==> config.mk <==
export PLATFORM = sky130hd
export DESIGN_NAME = modbus_rtu_read_response_checker_core
export DESIGN_NICKNAME = d
export VERILOG_FILES = /design/src/hdl/rmrc_pkg.sv /design/src/hdl/rmrc_ram.sv /design/src/hdl/rmrc_dp.sv /design/src/hdl/rmrc_ctrl.sv /design/src/hdl/modbus_rtu_read_response_checker_core.sv
export VERILOG_INCLUDE_DIRS = /design/src /design/src/hdl
export SDC_FILE = /design/constraint.sdc
export NUM_CORES = 1
export LEC_CHECK = 0
export ABC_CLOCK_PERIOD_IN_PS = 4650
export BUFFER_PORTS_ARGS = -buffer_cell sky130_fd_sc_hd__buf_2
export CAP_MARGIN = 10
export CORE_ASPECT_RATIO = 2
export CORE_MARGIN = 3
export CORE_UTILIZATION = 50
export CTS_CLUSTER_SIZE = 8
export DETAILED_ROUTE_END_ITERATION = 8
export MAX_ROUTING_LAYER = met4
export PLACE_DENSITY = 0.66
export REMOVE_ABC_BUFFERS = 1
export SLEW_MARGIN = 20
export SYNTH_ARGS = -nofsm -noshare
export SYNTH_HDL_FRONTEND = slang
export SYNTH_SLANG_ARGS = --single-unit
==> constraint.sdc <==
create_clock -name clk_i -period 4.65 [get_ports clk_i]
set_input_delay 0.6975 -clock clk_i [delete_from_list [all_inputs] [get_ports clk_i]]
set_output_delay 0.6975 -clock clk_i [all_outputs]
set_load 0.01 [all_outputs]
==> src/hdl/modbus_rtu_read_response_checker_core_assert.svh <==
// Assertion macros for the Modbus RTU read-reply checker.
// Used by the top level only; no other dependencies.
`ifndef MODBUS_RTU_READ_RESPONSE_CHECKER_CORE_ASSERT_SVH
`define MODBUS_RTU_READ_RESPONSE_CHECKER_CORE_ASSERT_SVH

// Same-cycle implication.
`define RMRC_ASSERT_NOW(label, clk, rst_n, ante, cons) \
  label: assert property (@(posedge clk) disable iff (!rst_n) (ante) |-> (cons)) \
    else $error("rmrc: same-cycle check failed");

// Next-cycle implication.
`define RMRC_ASSERT_NEXT(label, clk, rst_n, ante, cons) \
  label: assert property (@(posedge clk) disable iff (!rst_n) (ante) |=> (cons)) \
    else $error("rmrc: next-cycle check failed");

`endif

==> src/hdl/rmrc_pkg.sv <==
// Shared types, constants and the CRC-16 byte step for the read-reply checker.
// No dependencies.
package rmrc_pkg;

  localparam int unsigned MAX_REGS_DEF = 32;

  localparam logic [15:0] CRC_INIT   = 16'hFFFF;
  localparam logic [15:0] CRC_POLY   = 16'hA001;
  localparam logic [15:0] BYTE_MAX   = 16'hFFFF;
  localparam logic [15:0] MIN_FRAME  = 16'd5;
  localparam logic [7:0]  EXC_FLAG   = 8'h80;
  localparam logic [7:0]  MAX_SLAVE  = 8'd247;
  localparam logic [7:0]  FC_HOLDING = 8'd3;
  localparam logic [7:0]  FC_INPUT   = 8'd4;

  localparam int unsigned CFG_IDX_W = 2;
  localparam int unsigned CFG_DATA_W = 8;
  localparam int unsigned WORDS_W = 7;

  typedef enum logic [CFG_IDX_W-1:0] {
    CFG_SLAVE = 2'd0,
    CFG_FUNC  = 2'd1,
    CFG_WORDS = 2'd2
  } cfg_idx_e;

  typedef enum logic [2:0] {
    RES_OK        = 3'd0,
    RES_BAD_CFG   = 3'd1,
    RES_CRC       = 3'd2,
    RES_ADDRESS   = 3'd3,
    RES_FUNCTION  = 3'd4,
    RES_LENGTH    = 3'd5,
    RES_EXCEPTION = 3'd6
  } res_status_e;

  // controller -> datapath
  typedef struct packed {
    logic accept_byte;
    logic clear_frame;
    logic load_status;
    logic load_word;
    logic ram_rd;
    logic idx_clr;
    logic idx_inc;
  } ctrl_cmd_t;

  // datapath -> controller
  typedef struct packed {
    logic is_ok;
    logic idx_last;
    logic out_free;
  } dp_stat_t;

  // One byte through the reflected CRC-16, LSB first.
  function automatic logic [15:0] crc_absorb(input logic [15:0] crc, input logic [7:0] b);
    logic [15:0] c;
    c = crc ^ {8'h00, b};
    for (int i = 0; i < 8; i++) begin
      c = c[0] ? ((c >> 1) ^ CRC_POLY) : (c >> 1);
    end
    return c;
  endfunction

endpackage

==> src/hdl/rmrc_ram.sv <==
// Generic single-write, single-read RAM with registered read data.
// No dependencies.
module rmrc_ram #(
  parameter int unsigned WIDTH = 16,
  parameter int unsigned DEPTH = 32,
  localparam int unsigned AW = (DEPTH > 1) ? $clog2(DEPTH) : 1
) (
  input  logic             clk_i,
  input  logic             we_i,
  input  logic [AW-1:0]    waddr_i,
  input  logic [WIDTH-1:0] wdata_i,
  input  logic             re_i,
  input  logic [AW-1:0]    raddr_i,
  output logic [WIDTH-1:0] rdata_o
);

  logic [WIDTH-1:0] mem_q [DEPTH];
  logic [WIDTH-1:0] rdata_q;

  always_ff @(posedge clk_i) begin
    if (we_i) begin
      mem_q[waddr_i] <= wdata_i;
    end
    if (re_i) begin
      rdata_q <= mem_q[raddr_i];
    end
  end

  assign rdata_o = rdata_q;

endmodule

==> src/hdl/rmrc_dp.sv <==
// Datapath: config registers, frame state, CRC, word store, verdict and output register.
// Depends on rmrc_pkg and rmrc_ram.
module rmrc_dp #(
  parameter int unsigned MAX_REGS = rmrc_pkg::MAX_REGS_DEF
) (
  input  logic                           clk_i,
  input  logic                           rst_ni,
  input  logic                           cfg_we_i,
  input  logic [rmrc_pkg::CFG_IDX_W-1:0] cfg_index_i,
  input  logic [rmrc_pkg::CFG_DATA_W-1:0] cfg_data_i,
  input  logic [7:0]                     rx_byte_i,
  input  rmrc_pkg::ctrl_cmd_t            cmd_i,
  output rmrc_pkg::dp_stat_t             stat_o,
  input  logic                           out_ready_i,
  output logic                           out_valid_o,
  output logic [2:0]                     status_o,
  output logic [7:0]                     exc_code_o,
  output logic [4:0]                     word_index_o,
  output logic [15:0]                    word_value_o,
  output logic [5:0]                     word_total_o,
  output logic                           last_o
);
  import rmrc_pkg::*;

  localparam int unsigned AW = (MAX_REGS > 1) ? $clog2(MAX_REGS) : 1;

  // config
  logic [7:0]         slave_q, func_q;
  logic [WORDS_W-1:0] words_q;

  always_ff @(posedge clk_i or negedge rst_ni) begin
    if (!rst_ni) begin
      slave_q <= 8'd1;
      func_q  <= FC_HOLDING;
      words_q <= 7'd1;
    end else if (cfg_we_i) begin
      case (cfg_idx_e'(cfg_index_i))
        CFG_SLAVE: slave_q <= cfg_data_i;
        CFG_FUNC:  func_q  <= cfg_data_i;
        CFG_WORDS: words_q <= cfg_data_i[WORDS_W-1:0];
        default: ;
      endcase
    end
  end

  // frame state
  logic [15:0] crc_q, crc_d, rx_crc_q, rx_crc_d, total_q, total_d;
  logic [7:0]  dly0_q, dly0_d, dly1_q, dly1_d, pend_q, pend_d;
  logic [7:0]  hdr_q [3];
  logic [7:0]  hdr_d [3];
  logic [15:0] word_pos;
  logic        ram_we;

  assign word_pos = (total_q - 16'd4) >> 1;

  always_comb begin
    crc_d    = crc_q;
    rx_crc_d = rx_crc_q;
    total_d  = total_q;
    dly0_d   = dly0_q;
    dly1_d   = dly1_q;
    pend_d   = pend_q;
    hdr_d    = hdr_q;
    ram_we   = 1'b0;
    if (cmd_i.accept_byte) begin
      if (total_q >= 16'd2) begin
        crc_d = crc_absorb(crc_q, dly0_q);
      end
      rx_crc_d = {rx_byte_i, dly1_q};
      dly0_d   = dly1_q;
      dly1_d   = rx_byte_i;
      if (total_q < 16'd3) begin
        hdr_d[total_q[1:0]] = rx_byte_i;
      end else if (total_q[0]) begin
        pend_d = rx_byte_i;
      end else begin
        ram_we = (word_pos < 16'(MAX_REGS));
      end
      if (total_q != BYTE_MAX) begin
        total_d = total_q + 16'd1;
      end
    end
    if (cmd_i.clear_frame) begin
      crc_d   = CRC_INIT;
      total_d = 16'd0;
      dly0_d  = 8'd0;
      dly1_d  = 8'd0;
      pend_d  = 8'd0;
      hdr_d   = '{default: 8'd0};
    end
  end

  always_ff @(posedge clk_i or negedge rst_ni) begin
    if (!rst_ni) begin
      crc_q    <= CRC_INIT;
      rx_crc_q <= 16'd0;
      total_q  <= 16'd0;
      dly0_q   <= 8'd0;
      dly1_q   <= 8'd0;
      pend_q   <= 8'd0;
      hdr_q    <= '{default: 8'd0};
    end else begin
      crc_q    <= crc_d;
      rx_crc_q <= rx_crc_d;
      total_q  <= total_d;
      dly0_q   <= dly0_d;
      dly1_q   <= dly1_d;
      pend_q   <= pend_d;
      hdr_q    <= hdr_d;
    end
  end

  // register readout index
  logic [WORDS_W-1:0] idx_q, idx_d;

  always_comb begin
    idx_d = idx_q;
    if (cmd_i.idx_clr) begin
      idx_d = '0;
    end else if (cmd_i.idx_inc) begin
      idx_d = idx_q + 7'd1;
    end
  end

  always_ff @(posedge clk_i or negedge rst_ni) begin
    if (!rst_ni) begin
      idx_q <= '0;
    end else begin
      idx_q <= idx_d;
    end
  end

  logic [15:0] ram_rdata;

  rmrc_ram #(
    .WIDTH(16),
    .DEPTH(MAX_REGS)
  ) u_word_store (
    .clk_i  (clk_i),
    .we_i   (ram_we),
    .waddr_i(word_pos[AW-1:0]),
    .wdata_i({pend_q, rx_byte_i}),
    .re_i   (cmd_i.ram_rd),
    .raddr_i(idx_q[AW-1:0]),
    .rdata_o(ram_rdata)
  );

  // frame verdict, checked in priority order
  res_status_e verdict;
  logic        cfg_bad;

  assign cfg_bad = (slave_q == 8'd0) || (slave_q > MAX_SLAVE) ||
                   ((func_q != FC_HOLDING) && (func_q != FC_INPUT)) ||
                   (words_q == '0) || ({1'b0, words_q} > 8'(MAX_REGS));

  always_comb begin
    if (cfg_bad) begin
      verdict = RES_BAD_CFG;
    end else if (total_q < MIN_FRAME) begin
      verdict = RES_LENGTH;
    end else if (rx_crc_q != crc_q) begin
      verdict = RES_CRC;
    end else if (hdr_q[0] != slave_q) begin
      verdict = RES_ADDRESS;
    end else if (hdr_q[1] == (func_q | EXC_FLAG)) begin
      verdict = (total_q != MIN_FRAME) ? RES_LENGTH : RES_EXCEPTION;
    end else if (hdr_q[1] != func_q) begin
      verdict = RES_FUNCTION;
    end else if ((hdr_q[2] != {words_q, 1'b0}) ||
                 (total_q != ({8'd0, hdr_q[2]} + MIN_FRAME))) begin
      verdict = RES_LENGTH;
    end else begin
      verdict = RES_OK;
    end
  end

  // output register
  logic        out_valid_q;
  logic [2:0]  status_q;
  logic [7:0]  exc_q;
  logic [4:0]  index_q;
  logic [15:0] value_q;
  logic [5:0]  wtotal_q;
  logic        last_q;
  logic        idx_last;

  assign idx_last = (idx_q == (words_q - 7'd1));

  always_ff @(posedge clk_i or negedge rst_ni) begin
    if (!rst_ni) begin
      out_valid_q <= 1'b0;
    end else if (cmd_i.load_status || cmd_i.load_word) begin
      out_valid_q <= 1'b1;
    end else if (out_ready_i) begin
      out_valid_q <= 1'b0;
    end
  end

  always_ff @(posedge clk_i) begin
    if (cmd_i.load_status) begin
      status_q <= verdict;
      exc_q    <= (verdict == RES_EXCEPTION) ? hdr_q[2] : 8'd0;
      index_q  <= 5'd0;
      value_q  <= 16'd0;
      wtotal_q <= 6'd0;
      last_q   <= 1'b1;
    end else if (cmd_i.load_word) begin
      status_q <= RES_OK;
      exc_q    <= 8'd0;
      index_q  <= idx_q[4:0];
      value_q  <= ram_rdata;
      wtotal_q <= words_q[5:0];
      last_q   <= idx_last;
    end
  end

  assign stat_o.is_ok    = (verdict == RES_OK);
  assign stat_o.idx_last = idx_last;
  assign stat_o.out_free = !out_valid_q || out_ready_i;

  assign out_valid_o  = out_valid_q;
  assign status_o     = status_q;
  assign exc_code_o   = exc_q;
  assign word_index_o = index_q;
  assign word_value_o = value_q;
  assign word_total_o = wtotal_q;
  assign last_o       = last_q;

endmodule

==> src/hdl/rmrc_ctrl.sv <==
// Controller: byte intake, frame-end verdict and register readout sequencing.
// Depends on rmrc_pkg.
module rmrc_ctrl (
  input  logic                clk_i,
  input  logic                rst_ni,
  input  logic                in_valid_i,
  input  logic                frame_end_i,
  output logic                in_ready_o,
  input  rmrc_pkg::dp_stat_t  stat_i,
  output rmrc_pkg::ctrl_cmd_t cmd_o
);
  import rmrc_pkg::*;

  typedef enum logic [3:0] {
    ST_IDLE = 4'b0001,
    ST_EVAL = 4'b0010,
    ST_READ = 4'b0100,
    ST_LOAD = 4'b1000
  } state_e;

  state_e state_q, state_d;

  always_comb begin
    state_d    = state_q;
    cmd_o      = '0;
    in_ready_o = 1'b0;
    case (state_q)
      ST_IDLE: begin
        in_ready_o = 1'b1;
        if (in_valid_i) begin
          cmd_o.accept_byte = 1'b1;
          if (frame_end_i) begin
            state_d = ST_EVAL;
          end
        end
      end
      ST_EVAL: begin
        if (stat_i.is_ok) begin
          cmd_o.clear_frame = 1'b1;
          cmd_o.idx_clr     = 1'b1;
          state_d           = ST_READ;
        end else if (stat_i.out_free) begin
          cmd_o.load_status = 1'b1;
          cmd_o.clear_frame = 1'b1;
          state_d           = ST_IDLE;
        end
      end
      ST_READ: begin
        cmd_o.ram_rd = 1'b1;
        state_d      = ST_LOAD;
      end
      ST_LOAD: begin
        if (stat_i.out_free) begin
          cmd_o.load_word = 1'b1;
          if (stat_i.idx_last) begin
            state_d = ST_IDLE;
          end else begin
            cmd_o.idx_inc = 1'b1;
            state_d       = ST_READ;
          end
        end
      end
      default: begin
        state_d = ST_IDLE;
      end
    endcase
  end

  always_ff @(posedge clk_i or negedge rst_ni) begin
    if (!rst_ni) begin
      state_q <= ST_IDLE;
    end else begin
      state_q <= state_d;
    end
  end

endmodule

==> src/hdl/modbus_rtu_read_response_checker_core.sv <==
// Channel  | Handshake               | Payload
// ---------+-------------------------+---------------------------------------------
// in       | in_valid_i/in_ready_o   | rx_byte_i, frame_end_i
// out      | out_valid_o/out_ready_i | status_o, exc_code_o, word_index_o,
//          |                         | word_value_o, word_total_o, last_o
// cfg      | cfg_we_i                | cfg_index_i, cfg_data_i
//
// One byte per cycle while no frame is being judged or read out.
// The cycle after the frame_end byte judges the frame and, on a failure, loads
// the status result; an ok frame then reads each register from the word store and loads it.
// A result waiting at the output holds the status or word load; the final
// result may wait there while the next frame's bytes flow in.
// Reset is asynchronous, active low; no clearing pass is needed.
//
// Top level of the Modbus RTU read-registers reply checker.
// Depends on rmrc_pkg, rmrc_ctrl, rmrc_dp, rmrc_ram and the assertion header.
`include "modbus_rtu_read_response_checker_core_assert.svh"

module modbus_rtu_read_response_checker_core #(
  parameter int unsigned MAX_REGS = rmrc_pkg::MAX_REGS_DEF
) (
  input  logic                            clk_i,
  input  logic                            rst_ni,
  // configuration writes
  input  logic                            cfg_we_i,
  input  logic [rmrc_pkg::CFG_IDX_W-1:0]  cfg_index_i,
  input  logic [rmrc_pkg::CFG_DATA_W-1:0] cfg_data_i,
  // received bytes
  input  logic                            in_valid_i,
  output logic                            in_ready_o,
  input  logic [7:0]                      rx_byte_i,
  input  logic                            frame_end_i,
  // results
  output logic                            out_valid_o,
  input  logic                            out_ready_i,
  output logic [2:0]                      status_o,
  output logic [7:0]                      exc_code_o,
  output logic [4:0]                      word_index_o,
  output logic [15:0]                     word_value_o,
  output logic [5:0]                      word_total_o,
  output logic                            last_o
);
  import rmrc_pkg::*;

  ctrl_cmd_t cmd;
  dp_stat_t  stat;

  // Sequencer: owns the handshake on the byte side and the readout loop.
  rmrc_ctrl u_ctrl (
    .clk_i      (clk_i),
    .rst_ni     (rst_ni),
    .in_valid_i (in_valid_i),
    .frame_end_i(frame_end_i),
    .in_ready_o (in_ready_o),
    .stat_i     (stat),
    .cmd_o      (cmd)
  );

  // Datapath: CRC, header capture, word store, verdict and output register.
  rmrc_dp #(
    .MAX_REGS(MAX_REGS)
  ) u_dp (
    .clk_i       (clk_i),
    .rst_ni      (rst_ni),
    .cfg_we_i    (cfg_we_i),
    .cfg_index_i (cfg_index_i),
    .cfg_data_i  (cfg_data_i),
    .rx_byte_i   (rx_byte_i),
    .cmd_i       (cmd),
    .stat_o      (stat),
    .out_ready_i (out_ready_i),
    .out_valid_o (out_valid_o),
    .status_o    (status_o),
    .exc_code_o  (exc_code_o),
    .word_index_o(word_index_o),
    .word_value_o(word_value_o),
    .word_total_o(word_total_o),
    .last_o      (last_o)
  );

  // A word must never overwrite a result still waiting at the output.
  `RMRC_ASSERT_NOW(a_word_load_free, clk_i, rst_ni, cmd.load_word, stat.out_free)
  // A status result is a single, final result with no word count.
  `RMRC_ASSERT_NEXT(a_status_single, clk_i, rst_ni, cmd.load_status,
                    out_valid_o && last_o && (word_total_o == 6'd0))
  // Loading the final word reopens the byte side.
  `RMRC_ASSERT_NEXT(a_last_reopens, clk_i, rst_ni, cmd.load_word && stat.idx_last,
                    in_ready_o)
  // No byte is taken while the word store is being read.
  `RMRC_ASSERT_NOW(a_no_accept_in_read, clk_i, rst_ni, cmd.ram_rd, !in_ready_o)

endmodule

### Yosys cells after proc, flatten, opt, wreduce, memory -nomap -nowiden

Memories as Yosys holds them, arrays and structs flattened. A register that Yosys moved wholly into a read port is not among the register bits.
Cells that the tools add are included.

* input port bits: 24
* output and inout port bits: 41
* bits in registers: 170
* logic and storage cells: 170
* memories: 1
* memory bits (writable): 512

* multiplexer cells: 72
* equal/unequal tests: 23
* reduce and logical (&&, ||, !) cells: 30
* $add $sub $neg: 5
* magnitude comparators: 8
* bitwise logic cells: 10

Memories
* u_dp.u_word_store.mem_q: words 32, bits a word 16, rd ports 1, clocked after Yosys merged registers in 1, wr ports 1, RTL line rmrc_ram.sv:17 `logic [WIDTH-1:0] mem_q [DEPTH];`

Operators with widths (number)
* 16-bit 2-to-1 mux: 14
* 8-bit 2-to-1 mux: 12
* 24-bit 2-to-1 mux: 3
* 16-bit inequality test: 2
* 3-bit 2-to-1 mux: 10
* 2-bit NOT with 3-bit output: 9
* 24-bit bitwise mux: 1
* 8-bit inequality test: 3
* 1-bit 2-to-1 mux: 20
* 4-bit 2-to-1 mux: 5
* 16-bit by 1-bit adder with 16-bit output, second input constant: 1
* 8-bit demux with 2-bit select: 1
* 16-bit by 2-bit >= comparator with 1-bit output, second input constant: 1
* 16-bit by 2-bit < comparator with 1-bit output, second input constant: 1
* 16-bit by 3-bit < comparator with 1-bit output, second input constant: 1
* 16-bit inequality test, second input constant: 1
* 16-bit by 3-bit inequality test with 1-bit output, second input constant: 1
* 4-bit case mux with 4 select lines: 1
* 2-bit nonzero test: 8
* 16-bit by 3-bit subtractor with 16-bit output, second input constant: 1
* 16-bit by 8-bit bitwise XOR with 16-bit output: 1
* 15-bit by 6-bit < comparator with 1-bit output, second input constant: 1
* 7-bit 2-to-1 mux: 2
* 2-bit AND reduction: 6
* other kinds (30): 42

### Longest topological paths before layout

* depth after elaboration: 20
* gate-level depth with buffers: 13
* mapped depth without buffers: 10

### By module

A second synthesis with hierarchy kept.

* cells, all modules: 2026
* area, all modules: 29305.6 um^2

By module, submodules not included
* rmrc_ram: area each 20694.8 um^2, instances 1, cells an instance 1143, seq. area each 15855.2 um^2
* rmrc_dp: area each 8324.2 um^2, instances 1, cells an instance 850, seq. area each 4093.9 um^2
* rmrc_ctrl: area each 286.5 um^2, instances 1, cells an instance 33, seq. area each 101.3 um^2

### Least setup slack after synthesis

OpenSTA, ideal clock, no wires.

* path kind: register to register
* start: register u_dp.total_q[1]
* end: register u_dp.exc_q[0] (netlist: u_dp.exc_code_o[0]), enable pin
* required time: 4.242 ns
* stages on the path, launching flop included: 12
* path buffers: 2
* period minus slack after synthesis: 3.394 ns
* path slack: 1.256 ns
* library setup time: 0.408 ns
* arrival: 2.986 ns
* cell sequence: dfrtp_1 > clkbuf_1 > inv_1 > ha_1 > inv_1 > a2111oi_0 > nor2_1 > nand3_1 > or3_1 > buf_6 > a21oi_1 > nor4_1

* word-level cells in the longest chain between the ends: 13
* elaborated cells between the ends (all ways): 16
* classes of those cells: order compare: 1; eq/ne: 2; mux: 10; reduce/logical: 3

RTL lines
* start: declaration: RTL line rmrc_dp.sv:47 `logic [15:0] crc_q, crc_d, rx_crc_q, rx_crc_d, total_q, total_d;`
* start signal: assignment: RTL line rmrc_dp.sv:105 `total_q <= total_d;`
* 16-bit inequality test: RTL line rmrc_dp.sv:170 `(total_q != ({8'd0, hdr_q[2]} + MIN_FRAME))) begin`
* 1-bit logical OR: RTL line rmrc_dp.sv:169 `end else if ((hdr_q[2] != {words_q, 1'b0}) ||`
* 3-bit 2-to-1 mux: RTL line rmrc_dp.sv:169
* 3-bit 2-to-1 mux: RTL line rmrc_dp.sv:167 `end else if (hdr_q[1] != func_q) begin`
* 3-bit 2-to-1 mux: RTL line rmrc_dp.sv:165 `end else if (hdr_q[1] == (func_q | EXC_FLAG)) begin`
* 3-bit 2-to-1 mux: RTL line rmrc_dp.sv:163 `end else if (hdr_q[0] != slave_q) begin`
* 3-bit 2-to-1 mux: RTL line rmrc_dp.sv:161 `end else if (rx_crc_q != crc_q) begin`
* 3-bit 2-to-1 mux *: RTL line rmrc_dp.sv:159 `end else if (total_q < MIN_FRAME) begin`
* 3-bit 2-to-1 mux *: RTL line rmrc_dp.sv:157 `if (cfg_bad) begin`
* 3-bit zero test *: RTL line rmrc_dp.sv:217 `assign stat_o.is_ok = (verdict == RES_OK);`
* 1-bit 2-to-1 mux *: RTL line rmrc_ctrl.sv:38 `if (stat_i.is_ok) begin`
* 2-bit 2-to-1 mux *: RTL line rmrc_ctrl.sv:27 `case (state_q)`
* 2-bit nonzero test (no line) *
* end signal: assignment: RTL line rmrc_dp.sv:202 `exc_q <= (verdict == RES_EXCEPTION) ? hdr_q[2] : 8'd0;`
* end: declaration: RTL line rmrc_dp.sv:180 `logic [7:0] exc_q;`

Mark *: on every way between the ends. The rest lies on a longest branch, timed or not.
A chain may end at the register's enable or synchronous reset.

### Worst setup path after layout

* start: register u_dp.total_q[2]
* end: memory u_dp.u_word_store.mem_q[28][6], enable pin

* word-level cells in the longest chain between the ends: 7
* elaborated cells between the ends (all ways): 8
* classes of those cells: add/sub: 1; order compare: 2; mux: 5

RTL lines
* 16-bit by 3-bit subtractor with 16-bit output: RTL line rmrc_dp.sv:54 `assign word_pos = (total_q - 16'd4) >> 1;`
* 15-bit by 6-bit < comparator with 1-bit output: RTL line rmrc_dp.sv:77 `ram_we = (word_pos < 16'(MAX_REGS));`
* 1-bit 2-to-1 mux: RTL line rmrc_dp.sv:74 `end else if (total_q[0]) begin`
* 1-bit 2-to-1 mux: RTL line rmrc_dp.sv:72 `if (total_q < 16'd3) begin`
* 1-bit 2-to-1 mux: RTL line rmrc_dp.sv:65 `if (cmd_i.accept_byte) begin`
* 1-bit 2-to-1 mux: RTL line rmrc_ram.sv:21 `if (we_i) begin`
* 1-bit 2-to-1 mux (not written as such): RTL line rmrc_ram.sv:22 `mem_q[waddr_i] <= wdata_i;`
* end: declaration: RTL line rmrc_ram.sv:17

Several ways; a longest one is shown, not always the timed one.

==> flow_summary.json <==
{
  "drc": 0,
  "synthFlopType": "edfxtp_1",
  "p_clk_frac": 0.379,
  "routed-via-count": 15400,
  "worstMarginPinSlew_ns": 1.07,
  "die_w_um": 175,
  "grt_usage": 0.232,
  "path_cells": "inv_1 > ha_1 > inv_1 > nor3_1 > xnor2_1 > nand3_1 > nor2_1 > nand2_1 > nor2_2",
  "cts_tree": "built",
  "first_pass_iters": 5,
  "drive_gt1_frac": 0.252,
  "setup_viol": 0,
  "vias_per_cell": 5.86,
  "cp-start-kind": "flop",
  "netlist_instances": 1717,
  "yosysSeqAreaShare": 0.705,
  "ctsResizeCount": 0,
  "r2r_slack_ns": 1.24,
  "grt_max_degree": 99,
  "ys_types": 62,
  "p_int_w": 0.0122,
  "ys_warn_count": 0,
  "num-fill-cells": 4355,
  "pwr-share-comb": 0.120,
  "synth-seq-cells": 698,
  "dp.cells": 2496,
  "stdcell_count": 2638,
  "start_util": 0.505,
  "cts-root-buf": "clkbuf_16",
  "globalplace.congestion": 0.894,
  "ir_drop_mv": 0.284,
  "period_share": 0.733,
  "grt_pass1_wl_um": 101000,
  "layout.nets": 1882,
  "power_density_mw_per_mm2": 505,
  "clk_path_buf_depth": 3,
  "dieArea_mm2": 0.0600,
  "placed_cell_area_mm2": 0.0299,
  "power_switching_w": 0.00429,
  "tns_ns": 0,
  "io_pins": 65,
  "crit_top_cell": "inv_1",
  "rsz0062_at_grt": "no",
  "required_ns": 4.88,
  "ant_nets": 0,
  "maxSlewViolCount": 0,
  "dpl.hpwl_um": 42900,
  "worst_r2r_startpoint": "u_dp.total_q[2]",
  "cts_sinks": 698,
  "period_needed_ns": 3.41,
  "die_h_um": 343,
  "clk_latency_ns": 0.62,
  "coreArea_mm2": 0.0563,
  "cts.htree.levels": 3,
  "relSlewSlack": 0.284,
  "max_stage_delay_ns": 0.89,
  "endpoint_kind": "flop",
  "layout_common_cells": "539 x edfxtp_1, 273 x nand2_1, 160 x mux4_2",
  "finalHoldViolations": 0,
  "port_buffers": 64,
  "r2r-end": "u_dp.u_word_store.mem_q[28][6]",
  "sw_frac_of_total": 0.261,
  "min-delay-path-class": "in2async",
  "cap_violations": 0,
  "final_area_mm2": 0.0325,
  "slowest_stage": "nor2_2",
  "crit_type": "reg2reg",
  "synth_edf_count": 539,
  "grt_pass1_vias": 16500,
  "cts_post_setup_buffers_inserted": 0,
  "cts_buffers": 97,
  "crit_arrival_ns": 3.64,
  "crit_start": "u_dp.total_q[2]",
  "ff2ff_path_depth": 9,
  "cp_max_fo": 16,
  "core.rowCount": 123,
  "antenna_found_initial": 0,
  "fin_skew_ns": 0.0234,
  "overflow": 0,
  "area_growth_pct": 14.4,
  "power_frac_seq": 0.501,
  "max_freq_mhz": 293,
  "synth_top_area_frac": 0.569,
  "critPathCapture": "u_dp.u_word_store.mem_q[28][6]",
  "power.static_leakage_nw": 11.1,
  "cts_hold_buffers": 0,
  "hold_ws_ns": 0.189,
  "synth.avg_cell_area_um2": 16.6,
  "final_common_cell": "edfxtp_1",
  "clk_pin_slew_worst_paths_ns": 0.05,
  "wirelength_um": 66400,
  "wl_per_cell_um": 25.2,
  "synth_area_leaders": "edfxtp_1 57%, mux4_2 13%, dfrtp_1 9.7%",
  "synth_async_sr_flop_share": 0.188,
  "n_antenna_cell": 0,
  "drt_iter0_drc": 978,
  "yosysTopAreaCell": "edfxtp_1",
  "syn_area_mm2": 0.0284,
  "status": "finished clean"
}
metrics by stage:
step / util / power [W] / worst slack [ns]
2_1_floorplan: - / 0.00948 / -1.90
3_3_place_gp: 0.530 / 0.0102 / 1.26
3_5_place_dp: 0.530 / 0.0103 / 1.17
4_1_cts: 0.577 / 0.0166 / 1.14
5_1_grt: 0.578 / 0.0171 / 0.970
6_report: 0.578 / 0.0164 / 1.24
power by group through the flow:
| stage | Sequential [W] | Combinational (W) | Clock, W |
|---|---|---|---|
| finish | 0.00824 | 0.00198 | 0.00623 |
| global route | 0.00831 | 0.00217 | 0.00661 |
| CTS | 0.00823 | 0.00198 | 0.00635 |
| detailed placement | 0.00834 | 0.00197 | 0 |
| global placement | 0.00828 | 0.00192 | 0 |
| floorplan | 0.00806 | 0.00141 | 0 |
per-layer routing:
layer  share of wire  GRT usage  vias to the layer above
met5               0          -                        -
met4           0.055      0.119                        0
li1                -          -                     6774
met3           0.035     0.0276                      212
met2            0.56      0.429                      452
met1            0.34      0.239                     8011
worst max-delay path, delay by kind of cell, from the launching register on:
family        cells  cell delay, ns
xor+xnor          1            0.16
flops             1            0.47
fa+ha+maj         1            0.29
simple gates      5            1.76
buf+inv           2            0.33
cells in the mapped netlist, drive strengths merged (6+ instances only):
master	instances
edfxtp	539
nand2	273
mux4	160
dfrtp	110
nor2	95
a21oi	77
xnor2	73
clkbuf	55
buf	33
dfxtp	28
mux2	23
xor2	22
dfstp	21
nand3	18
mux2i	17
and2	15
nand4	14
nor3	14
ha	12
o21ai	12
inv	10
nor4	10
o211ai	10
o31ai	8
nand2b	6
sequential cells by signal, indices dropped and copies added, names as in the netlist:
signal,flops
u_dp.u_word_store.rdata_o,16
u_ctrl.state_q,4
u_dp.word_total_o,6
u_dp.word_value_o,16
u_dp.func_q,8
u_dp.status_o,3
u_dp.dly0_q,8
u_dp.total_q,16
u_dp.idx_q,7
u_dp.slave_q,8
u_dp.dly1_q,8
u_dp.exc_code_o,8
u_dp.out_valid_o,1
u_dp.last_o,1
u_dp.word_index_o,5
u_dp.u_word_store.mem_q,512
u_dp.hdr_q,24
u_dp.pend_q,8
u_dp.rx_crc_q,16
u_dp.crc_q,16
u_dp.words_q,7
final cells by class:
cell class                 instances  area (µm²)  area share
multi-input combinational        920        8060       0.248
clock buffer                     137        2600      0.0799
clock inverter                     4        42.5     0.00131
timing repair buffer             118         798      0.0245
inverter                          11        41.3     0.00127
sequential                       698       20100       0.617
tap                              750         938      0.0288
logic make-up after synthesis:
logic type,Yosys count,share of synthesized area
simple gates,482,0.0741
compound gates,131,0.0289
xor+xnor,95,0.0293
mux,200,0.142
flops,698,0.705
buf+inv,99,0.0158
fa+ha+maj,12,0.00528
how the worst min path moves through the flow:
stage | from | end | slack [ns]
final | rst_ni | u_dp.dly1_q[6] | 0.19
after floorplan | rst_ni | u_ctrl.state_q[1] | 0.40
after global routing | rst_ni | u_dp.dly1_q[4] | 0.24
after CTS | rst_ni | u_dp.rx_crc_q[6] | 0.20
after detailed placement | u_dp.word_index_o[4] | u_dp.word_index_o[4] | 0.45
after global placement | u_dp.word_total_o[0] | u_dp.word_total_o[0] | 0.44
No activity file was read; power rests on OpenSTA's default activity.
